`config.mk`:
```
export PLATFORM = sky130hd
export DESIGN_NAME = route_table_predecessor_lookup_core
export DESIGN_NICKNAME = d
export VERILOG_FILES = /design/src/rtl/core/rtpl_pkg.sv /design/src/rtl/core/rtpl_ram.sv /design/src/rtl/core/rtpl_ctrl.sv /design/src/rtl/core/route_table_predecessor_lookup_core.sv
export SDC_FILE = /design/constraint.sdc
export NUM_CORES = 2
export LEC_CHECK = 0
export BUFFER_PORTS_ARGS = -buffer_cell sky130_fd_sc_hd__buf_2
export CELL_PAD_IN_SITES_DETAIL_PLACEMENT = 0
export CELL_PAD_IN_SITES_GLOBAL_PLACEMENT = 1
export CORE_UTILIZATION = 45
export CTS_CLUSTER_DIAMETER = 150
export DETAILED_ROUTE_END_ITERATION = 10
export PLACE_DENSITY = 0.76
export SETUP_SLACK_MARGIN = 0.02
export SLEW_MARGIN = 20
export SYNTH_ARGS = -nofsm -noshare
export SYNTH_HDL_FRONTEND = slang
export SYNTH_MEMORY_MAX_BITS = 65536
export SYNTH_SLANG_ARGS = --single-unit
```
`constraint.sdc`:
```
create_clock -name clk_i -period 9.11 [get_ports clk_i]
set_input_delay 1.3665 -clock clk_i [delete_from_list [all_inputs] [get_ports clk_i]]
set_output_delay 1.3665 -clock clk_i [all_outputs]
set_load 0.02 [all_outputs]
```
`src/rtl/core/rtpl_pkg.sv`:
```
// Shared types and constants for the route table predecessor lookup core.
package rtpl_pkg;
  localparam int unsigned Capacity = 64;
  localparam int unsigned IdxW     = $clog2(Capacity);
  localparam int unsigned CntW     = $clog2(Capacity + 1);
  localparam int unsigned KeyW     = 64;
  localparam int unsigned ConnW    = 8;
  localparam int unsigned ConnBits = 8;

  localparam logic [1:0] OpInsert = 2'd0;
  localparam logic [1:0] OpRemove = 2'd1;
  localparam logic [1:0] OpFind   = 2'd2;

  localparam logic [1:0] StOk      = 2'd0;
  localparam logic [1:0] StPresent = 2'd1;
  localparam logic [1:0] StAbsent  = 2'd2;
  localparam logic [1:0] StFull    = 2'd3;

  typedef struct packed {
    logic [1:0]       op;
    logic [KeyW-1:0]  key;
    logic [ConnW-1:0] conn;
    logic             last;
  } req_t;

  typedef struct packed {
    logic [1:0]       status;
    logic [ConnW-1:0] found_conn;
    logic             found;
    logic             set_ok;
  } rsp_t;

  typedef struct packed {
    logic             we;
    logic [IdxW-1:0]  addr;
    logic [KeyW-1:0]  key;
    logic [ConnW-1:0] conn;
  } wr_t;
endpackage

```
`src/rtl/core/rtpl_ram.sv`:
```
// Entry memory: key and handle per slot, one write port, one registered read port.
module rtpl_ram (
  input  logic                      clk_i,
  input  rtpl_pkg::wr_t             wr_i,
  input  logic [rtpl_pkg::IdxW-1:0] raddr_i,
  output logic [rtpl_pkg::KeyW-1:0] rkey_o,
  output logic [rtpl_pkg::ConnW-1:0] rconn_o
);
  import rtpl_pkg::*;

  logic [KeyW-1:0]  key_mem  [Capacity];
  logic [ConnW-1:0] conn_mem [Capacity];

  always_ff @(posedge clk_i) begin
    if (wr_i.we) begin
      key_mem[wr_i.addr]  <= wr_i.key;
      conn_mem[wr_i.addr] <= wr_i.conn;
    end
    rkey_o  <= key_mem[raddr_i];
    rconn_o <= conn_mem[raddr_i];
  end
endmodule

```
`src/rtl/core/rtpl_ctrl.sv`:
```
// Scan sequencer: walks all slots once per item and builds the result.
module rtpl_ctrl (
  input  logic                       clk_i,
  input  logic                       rst_ni,
  input  logic                       req_valid_i,
  output logic                       req_ready_o,
  input  rtpl_pkg::req_t             req_i,
  output logic                       rsp_valid_o,
  input  logic                       rsp_ready_i,
  output rtpl_pkg::rsp_t             rsp_o,
  output rtpl_pkg::wr_t              wr_o,
  output logic [rtpl_pkg::IdxW-1:0]  raddr_o,
  input  logic [rtpl_pkg::KeyW-1:0]  rkey_i,
  input  logic [rtpl_pkg::ConnW-1:0] rconn_i
);
  import rtpl_pkg::*;

  typedef enum logic [1:0] {S_IDLE, S_SCAN, S_DONE} state_e;

  state_e           state_q, state_d;
  req_t             req_q, req_d;
  logic [CntW-1:0]  cnt_q, cnt_d;
  logic             rv_q, rv_d;
  logic [IdxW-1:0]  ridx_q, ridx_d;
  logic [Capacity-1:0] valid_q, valid_d;
  logic             hit_q, hit_d, free_q, free_d, pred_q, pred_d, top_q, top_d;
  logic [IdxW-1:0]  hidx_q, hidx_d, fidx_q, fidx_d;
  logic [ConnW-1:0] hconn_q, hconn_d, pconn_q, pconn_d, tconn_q, tconn_d;
  logic [KeyW-1:0]  pkey_q, pkey_d, tkey_q, tkey_d;
  logic             any_q, any_d;
  logic             ovalid_q, ovalid_d;
  rsp_t             rsp_q, rsp_d;
  logic             ok;
  rsp_t             r;
  wr_t              wr;

  assign req_ready_o = (state_q == S_IDLE);
  assign rsp_valid_o = ovalid_q;
  assign rsp_o       = rsp_q;
  assign raddr_o     = cnt_q[IdxW-1:0];
  assign wr_o        = wr;

  always_comb begin
    state_d = state_q; req_d = req_q; cnt_d = cnt_q; rv_d = 1'b0; ridx_d = cnt_q[IdxW-1:0];
    valid_d = valid_q; hit_d = hit_q; free_d = free_q; pred_d = pred_q; top_d = top_q;
    hidx_d = hidx_q; fidx_d = fidx_q; hconn_d = hconn_q; pconn_d = pconn_q;
    tconn_d = tconn_q; pkey_d = pkey_q; tkey_d = tkey_q; any_d = any_q;
    ovalid_d = ovalid_q; rsp_d = rsp_q; ok = 1'b0; r = '0; wr = '0;
    if (ovalid_q && rsp_ready_i) ovalid_d = 1'b0;
    case (state_q)
      S_IDLE: begin
        if (req_valid_i && req_ready_o) begin
          req_d = req_i;
          req_d.conn = req_i.conn & ConnW'((1 << ConnBits) - 1);
          cnt_d = '0; hit_d = 1'b0; free_d = 1'b0; pred_d = 1'b0; top_d = 1'b0;
          state_d = S_SCAN;
        end
      end
      S_SCAN: begin
        if (cnt_q != CntW'(Capacity)) begin
          rv_d  = 1'b1;
          cnt_d = cnt_q + 1'b1;
        end else if (!rv_q) begin
          state_d = S_DONE;
        end
        if (rv_q) begin
          if (!valid_q[ridx_q]) begin
            if (!free_d) begin free_d = 1'b1; fidx_d = ridx_q; end
          end else begin
            if (rkey_i == req_q.key && !hit_q) begin
              hit_d = 1'b1; hidx_d = ridx_q; hconn_d = rconn_i;
            end
            if (!top_q || rkey_i > tkey_q) begin
              top_d = 1'b1; tkey_d = rkey_i; tconn_d = rconn_i;
            end
            if (rkey_i <= req_q.key && (!pred_q || rkey_i > pkey_q)) begin
              pred_d = 1'b1; pkey_d = rkey_i; pconn_d = rconn_i;
            end
          end
        end
      end
      S_DONE: begin
        if (!ovalid_q || rsp_ready_i) begin
          r.status = StAbsent;
          case (req_q.op)
            OpInsert: begin
              if (hit_q) r.status = StPresent;
              else if (!free_q) r.status = StFull;
              else begin
                r.status = StOk; ok = 1'b1;
                wr.we = 1'b1; wr.addr = fidx_q; wr.key = req_q.key; wr.conn = req_q.conn;
                valid_d[fidx_q] = 1'b1;
              end
            end
            OpRemove: begin
              if (hit_q && hconn_q == req_q.conn) begin
                r.status = StOk; ok = 1'b1; valid_d[hidx_q] = 1'b0;
              end
            end
            OpFind: begin
              if (top_q) begin
                r.status = StOk; r.found = 1'b1;
                r.found_conn = pred_q ? pconn_q : tconn_q;
              end
            end
            default: r.status = StAbsent;
          endcase
          if (req_q.last) begin
            r.set_ok = any_q | ok; any_d = 1'b0;
          end else begin
            any_d = any_q | ok;
          end
          rsp_d = r; ovalid_d = 1'b1; state_d = S_IDLE;
        end
      end
      default: state_d = S_IDLE;
    endcase
  end

  always_ff @(posedge clk_i or negedge rst_ni) begin
    if (!rst_ni) begin
      state_q <= S_IDLE; cnt_q <= '0; rv_q <= 1'b0; valid_q <= '0;
      any_q <= 1'b0; ovalid_q <= 1'b0;
    end else begin
      state_q <= state_d; cnt_q <= cnt_d; rv_q <= rv_d; valid_q <= valid_d;
      any_q <= any_d; ovalid_q <= ovalid_d;
    end
  end

  always_ff @(posedge clk_i) begin
    req_q <= req_d; ridx_q <= ridx_d; hit_q <= hit_d; free_q <= free_d;
    pred_q <= pred_d; top_q <= top_d; hidx_q <= hidx_d; fidx_q <= fidx_d;
    hconn_q <= hconn_d; pconn_q <= pconn_d; tconn_q <= tconn_d;
    pkey_q <= pkey_d; tkey_q <= tkey_d; rsp_q <= rsp_d;
  end
endmodule

```
`src/rtl/core/route_table_predecessor_lookup_core.sv`:
```
// Top level of the route table predecessor lookup core.
//  channel | dir | tdata (low bit up)           | tuser / tlast
//  s_axis  | in  | op[1:0] key[65:2] conn[73:66] | tlast = last_of_set
//  m_axis  | out | status[1:0] found_conn[9:2]  | tuser = {set_ok, found}
// The result follows the scan: one memory read per slot, paced by the single read
// port of the entry memory, then the last read drains and the finish step writes
// the result. The next item is accepted only once the core is back in idle.
// Reset clears all slot valid bits at once; no clearing pass.
// One item is in work at a time; a waiting result holds only the finish step.
module route_table_predecessor_lookup_core (
  input  logic        clk_i,
  input  logic        rst_ni,
  input  logic        s_axis_tvalid,
  output logic        s_axis_tready,
  input  logic [79:0] s_axis_tdata,  // op, key, conn, zero fill
  input  logic        s_axis_tlast,
  output logic        m_axis_tvalid,
  input  logic        m_axis_tready,
  output logic [15:0] m_axis_tdata,  // status, found_conn, zero fill
  output logic [1:0]  m_axis_tuser   // found, set_ok
);
  import rtpl_pkg::*;

  req_t             req;
  rsp_t             rsp;
  wr_t              wr;
  logic [IdxW-1:0]  raddr;
  logic [KeyW-1:0]  rkey;
  logic [ConnW-1:0] rconn;

  assign req.op   = s_axis_tdata[1:0];
  assign req.key  = s_axis_tdata[65:2];
  assign req.conn = s_axis_tdata[73:66];
  assign req.last = s_axis_tlast;

  assign m_axis_tdata = {6'd0, rsp.found_conn, rsp.status};
  assign m_axis_tuser = {rsp.set_ok, rsp.found};

  rtpl_ram u_ram (
    .clk_i, .wr_i(wr), .raddr_i(raddr), .rkey_o(rkey), .rconn_o(rconn)
  );

  rtpl_ctrl u_ctrl (
    .clk_i, .rst_ni,
    .req_valid_i(s_axis_tvalid), .req_ready_o(s_axis_tready), .req_i(req),
    .rsp_valid_o(m_axis_tvalid), .rsp_ready_i(m_axis_tready), .rsp_o(rsp),
    .wr_o(wr), .raddr_o(raddr), .rkey_i(rkey), .rconn_i(rconn)
  );
endmodule

```
* Word-level counts from Yosys, hierarchy flattened
Memory sizes are Yosys's and may differ from the RTL's. A register that Yosys moved wholly into a read port is not among the register bits.
Cells that the tools add are included.
Widths: inputs -> output; s select.
** Word-level totals
- Register bits :: 337
- RAM bits :: 4608
- Input port bits :: 85
- Output and inout bits :: 20
- Word-level logic and storage cells :: 155
- Memories kept :: 2
** Memories
- u_ram.key_mem :: depth 64, width 64, rd ports 1, clocked after memory_dff 1, write ports 1, RTL line rtpl_ram.sv:11 : logic [KeyW-1:0] key_mem [Capacity];
- u_ram.conn_mem :: depth 64, width 8, rd ports 1, clocked after memory_dff 1, write ports 1, RTL line rtpl_ram.sv:12 : logic [ConnW-1:0] conn_mem [Capacity];
** Cells by class
- Add/subtract/negate cells :: 1
- Order comparisons :: 8
- Eq/ne operators :: 21
- Multiplexer cells :: 59
- Bitwise operators :: 6
- Reductions and logical operators :: 32
** Operator list (count)
- $mux 79 :: 5
- $mux 64 :: 3
- $gt 64x64->1 :: 2
- $pmux 64 s2 :: 1
- $and 64x64->64 :: 1
- $eq 64x64->1 :: 1
- $le 64x64->1 :: 1
- $not 64->64 :: 1
- $or 64x64->64 :: 1
- $mux 1 :: 28
- $reduce_and 4->1 :: 6
- $lt 6x7->1 const B :: 3
- $ne 2x1->1 const B :: 9
- $reduce_and 5->1 :: 3
- $mux 2 :: 7
- $mux 7 :: 2
- $pmux 7 s2 :: 1
- $demux 1 s6 :: 2
- $ge 6x1->1 const B :: 2
- $pmux 2 s3 :: 2
- $mux 11 :: 1
- $ne 2x2->1 const B :: 5
- $pmux 1 s2 :: 5
- $eq 8x8->1 :: 1
- 16 further kinds :: 34

* Longest topological paths before layout
- Depth in word-level cells :: 8
- Mapped depth :: 14

* Hierarchy
From an unflattened synthesis, not the netlist that was laid out.
** Second synthesis, totals
- Cells, all modules :: 8805
- Area, all modules :: 192643.5 um^2
** Modules (own cells, without submodules)
- rtpl_ram :: instances 1, cells an instance 7308, area each 175186.8 um^2
- rtpl_ctrl :: instances 1, cells an instance 1490, area each 17407.9 um^2
- route_table_predecessor_lookup_core :: instances 1, cells an instance 7, area each 48.8 um^2

* Worst setup path before layout
OpenSTA, ideal clock, no wires.
- Path type :: in2reg
- Start point :: input port m_axis_tready
- End point :: memory u_ram.conn_mem[52][0] (enable)
- Setup time :: 0.591 ns
- Arrival time :: 7.693 ns
- Data required time :: 8.519 ns
- Slack :: 0.826 ns
- Stages :: 5
- Buffers on the path :: 1
- Cell sequence :: nand2b_1 > nor2b_1 > nand3_1 > clkbuf_1 > nor3_1
** On the way
- Longest elaborated chain between the ends :: 5
** RTL lines
- from (decl) :: RTL line route_table_predecessor_lookup_core.sv:18 : input logic m_axis_tready,
- $logic_or 1x1->1 * :: RTL line rtpl_ctrl.sv:83 : if (!ovalid_q || rsp_ready_i) begin
- $mux 79 * :: RTL line rtpl_ctrl.sv:83
- $mux 79 * :: RTL line rtpl_ctrl.sv:50 : case (state_q)
- $mux 1 :: RTL line rtpl_ram.sv:15 : if (wr_i.we) begin
- $mux 1 (not written as such) :: RTL line rtpl_ram.sv:17 : conn_mem[wr_i.addr] <= wr_i.conn;
- to (decl) :: RTL line rtpl_ram.sv:12
Mark *: on every way between the ends. The rest lies on a longest branch, timed or not.

* Final worst setup path
- Start point :: input port m_axis_tready
- End point :: memory u_ram.key_mem[46][26] (enable)
** On the way
- Longest elaborated chain between the ends :: 5
** RTL lines
- $logic_or 1x1->1 * :: RTL line rtpl_ctrl.sv:83
- $mux 79 * :: RTL line rtpl_ctrl.sv:83
- $mux 79 * :: RTL line rtpl_ctrl.sv:50
- $mux 1 :: RTL line rtpl_ram.sv:15
- $mux 1 (not written as such) :: RTL line rtpl_ram.sv:16 : key_mem[wr_i.addr] <= wr_i.key;
- to (decl) :: RTL line rtpl_ram.sv:11
Marked as above.

==> run summary <==
Post-Route WL -> 500.5 mm
CTS clk-pin slew, worst paths -> 60 ps
CTS Hold Buffers Added -> 0
FF-to-FF End -> u_ctrl.pconn_q[7]$_DFFE_PP_
Root Driver -> clkbuf_16
Port Buffers -> 92
All-Layer GR Usage -> 0.2278
drt pass-1 iters -> 6
DRC viols -> 0
CP arrival -> 5580 ps
Slowest-stage cell, CP -> buf_4
min Tclk post-route -> 5010 ps
worst-skew pair later-pin latency -> 1030 ps
Iter 0 DRT Violations -> 13.35k
Worst setup SP type -> input port
Slew Viols, Final -> 0
Post-Syn Instances -> 8,343
worst clock skew -> 81.13 ps
cell area after synthesis -> 193,200 um2
setup TNS -> 0 ps
syn_area_per_cell -> 23.16 um2
PostCTS Resize Cnt -> 0
Num CTS Buffers -> 462
vias per cell -> 6.223
Max-Cap Viols -> 0
fin cells -> 14.88k
leading cell type in the layout, fill and taps excluded -> edfxtp_1
Routed Antenna Nets -> 0
H-tree depth -> 5
layout net count -> 9,061
FMAX -> 199.6 MHz
CP Depth -> 10
share of layout cells above drive strength 1 -> 0.2887
largest net degree at the start of global routing -> 150
Avg WL per Cell -> 33.64 um
Post-synth ARST share -> 0.01515
unrepaired setup endpoints after global routing -> no
DP Cell Count -> 13.97k
GPL Wtd Cong -> 0.8588
Post-synth EDFFs -> 4,863
area of placed instances -> 202,500 um2
final instance area -> 218,500 um2
DR top layer -> met5
hpwl dp -> 271.9 mm
Synth-to-Final Area Change -> 13.11%
die span in x -> 657.2 um
Hold Vio Cnt, Final -> 0
CTS max path bufs -> 4
RR Startpoint -> u_ctrl.req_q[60]$_DFFE_PP_
Netlist cell types -> 62
Reg2Reg Depth -> 9
CP max FO -> 44
Row Count -> 240
Die H -> 657.2 um
Worst VDD drop -> 0.0002783 V
Max stage delay on crit path -> 950 ps
crit-path most repeated cell -> buf_4
total grt overflow -> 0
met2 routed WL -> 243.8 mm
area of the multi-input gates -> 42,100 um2
crit path launch -> m_axis_tready
Seq/Total Area, Yosys -> 0.7738
Synth Register Bits -> 5,017
die footprint -> 431,900 um2
initial antenna violation count -> 27
vias in the first global route -> 92.06k
status -> completed
Met1 Routed Length -> 186.3 mm
final count of negative-setup-slack endpoints -> 0
routed wl met3 -> 51.90 mm
Crit. End Element -> register
core area -> 427,300 um2
Bufs and invs on worst path -> 5
Static Leak -> 0.05766 uW
Initial Util -> 0.4521
Seq. cell area -> 149,500 um2
delay-heaviest family, CP -> buffers and inverters
Ys Warns -> 0
power per cell area -> 248.4 nW/um2
Post-CTS Setup Inserts -> 0
Least-Margin Pin Slew -> 1154 ps
Hold WS -> 265.7 ps
CTS tree -> yes
crit-path cells -> buf_2 > nand2b_1 > nor2b_2 > buf_4 > and3_1 > nand4_1 > buf_6 > nor2_4 > buf_4 > buf_4
CP endpoint -> u_ram.key_mem[46][26]$_DFFE_PP_
I/O pin total -> 105
Critical Path RT -> 9680 ps
internal reg-to-reg setup slack -> 4120 ps
Clock Sinks -> 5,017
commonest non-fill, non-tap cells in the layout -> 4,863 x edfxtp_1, 1,441 x mux4_2, 470 x clkbuf_16
ys flop type -> edfxtp_1
first-pass GRT wire length -> 698.9 mm
worst hold path type -> in -> async
# fillers -> 32.21k
relative slew slack -> 0.2304
crit share post-route -> 0.5500
Crit Path Category -> in -> reg
vias -> 92.59k
final cells by class:
cell class	count	share of cell area
Clock inverter	279	0.01206
Clock buffer	586	0.05659
Tap cell	5687	0.03256
Multi-Input combinational cell	2716	0.1927
Antenna cell	8	0.00009161
Timing Repair Buffer	376	0.01813
Inverter	209	0.003682
Sequential cell	5017	0.6842
cell usage after synthesis, drive strengths merged (7+ instances only):
cell type     n  area (um2)
a221o        10       100.1
nor2b        24       150.1
inv         208       780.8
ha          194        2427
dfrtp        76        1902
a221oi        7       61.31
mux2i        77       770.7
mux2          7       78.83
nand4        42       262.8
a311oi        8       70.07
nand2       130       488.0
xnor2        10       87.58
nor3         22       110.1
nor2        170       638.1
clkbuf      195       732.0
a211oi       28       210.2
nor4          9       56.30
a22oi         9       67.56
a31oi        19       118.9
edfxtp     4863      146000
o31ai        18       135.1
and2         27       168.9
nand2b       15       93.84
nand3        36       180.2
a21oi       107       535.5
o22ai        29       181.4
dfxtp        78        1562
o21ai       171       855.8
or3          10       62.56
o221ai       18       157.7
or2           7       43.80
a21o         18       135.1
buf         211        1085
mux4       1441       32450
stage by stage:
stage	worst slack, ps	power [uW]	util
after detailed placement	3199	35630	0.4739
after global routing	3956	55820	0.5113
final	4100	54280	0.5114
after global placement	2837	35550	0.4735
after floorplan	826.3	32570	-
after CTS	3707	54570	0.5090
flip-flops by register name, indices dropped and copies added, names as in the netlist, 7 cells and up:
name,cells
u_ram.key_mem,4096
u_ctrl.tkey_q,64
u_ctrl.valid_q,64
u_ctrl.hconn_q,8
u_ctrl.req_q,75
u_ctrl.tconn_q,8
u_ctrl.pconn_q,8
u_ram.rkey_o,64
u_ctrl.rsp_o,12
u_ram.conn_mem,512
u_ram.rconn_o,8
u_ctrl.pkey_q,64
u_ctrl.cnt_q,7
worst reg2reg max path: cells and delay by family (launching register included):
| kind | cells | cell delay [ps] |
|---|---|---|
| adder cells (fa/ha/maj) | 1 | 320 |
| buffers and inverters | 2 | 680 |
| flip-flops | 1 | 330 |
| AND/OR/NAND/NOR | 6 | 3180 |
logic make-up after synthesis:
family                   share of synthesized area
adder cells (fa/ha/maj)                    0.01256
AND/OR/NAND/NOR                            0.01256
flip-flops                                  0.7738
other                                   0.00001941
AO/OA/AOI/OAI                              0.01466
multiplexers                                0.1724
buffers and inverters                      0.01347
XOR/XNOR                                 0.0004987
per-layer routing:
metal,GRT usage,vias to the layer above
met5,0,-
met4,0.07469,8
met2,0.3714,5680
li1,-,36340
met1,0.3098,49660
met3,0.04558,900
report_power, final:
part           switching [uW]  leakage (uW)  internal (uW)
Clock                    8420       0.00731          10800
Combinational            5540        0.0140           3760
Sequential                484        0.0364          25300
how the worst min path moves through the flow:
stage,slack (ps),to,cells past startpoint,start
4_1_cts,450,u_ctrl.req_q[48]$_DFFE_PP_,1,s_axis_tdata[41]
3_5_place_dp,460,u_ctrl.hconn_q[7]$_DFFE_PP_,0,u_ram.rconn_o[7]$_DFF_P_
2_1_floorplan,360,u_ctrl.ridx_q[3]$_DFF_P_,0,u_ctrl.cnt_q[3]$_DFFE_PN0P_
5_1_grt,270,u_ctrl.valid_q[59]$_DFFE_PN0P_,1,rst_ni
6_report,270,u_ctrl.valid_q[59]$_DFFE_PN0P_,1,rst_ni
3_3_place_gp,440,u_ctrl.hconn_q[0]$_DFFE_PP_,0,u_ram.rconn_o[0]$_DFF_P_
Power figures use the tool's default switching activity.
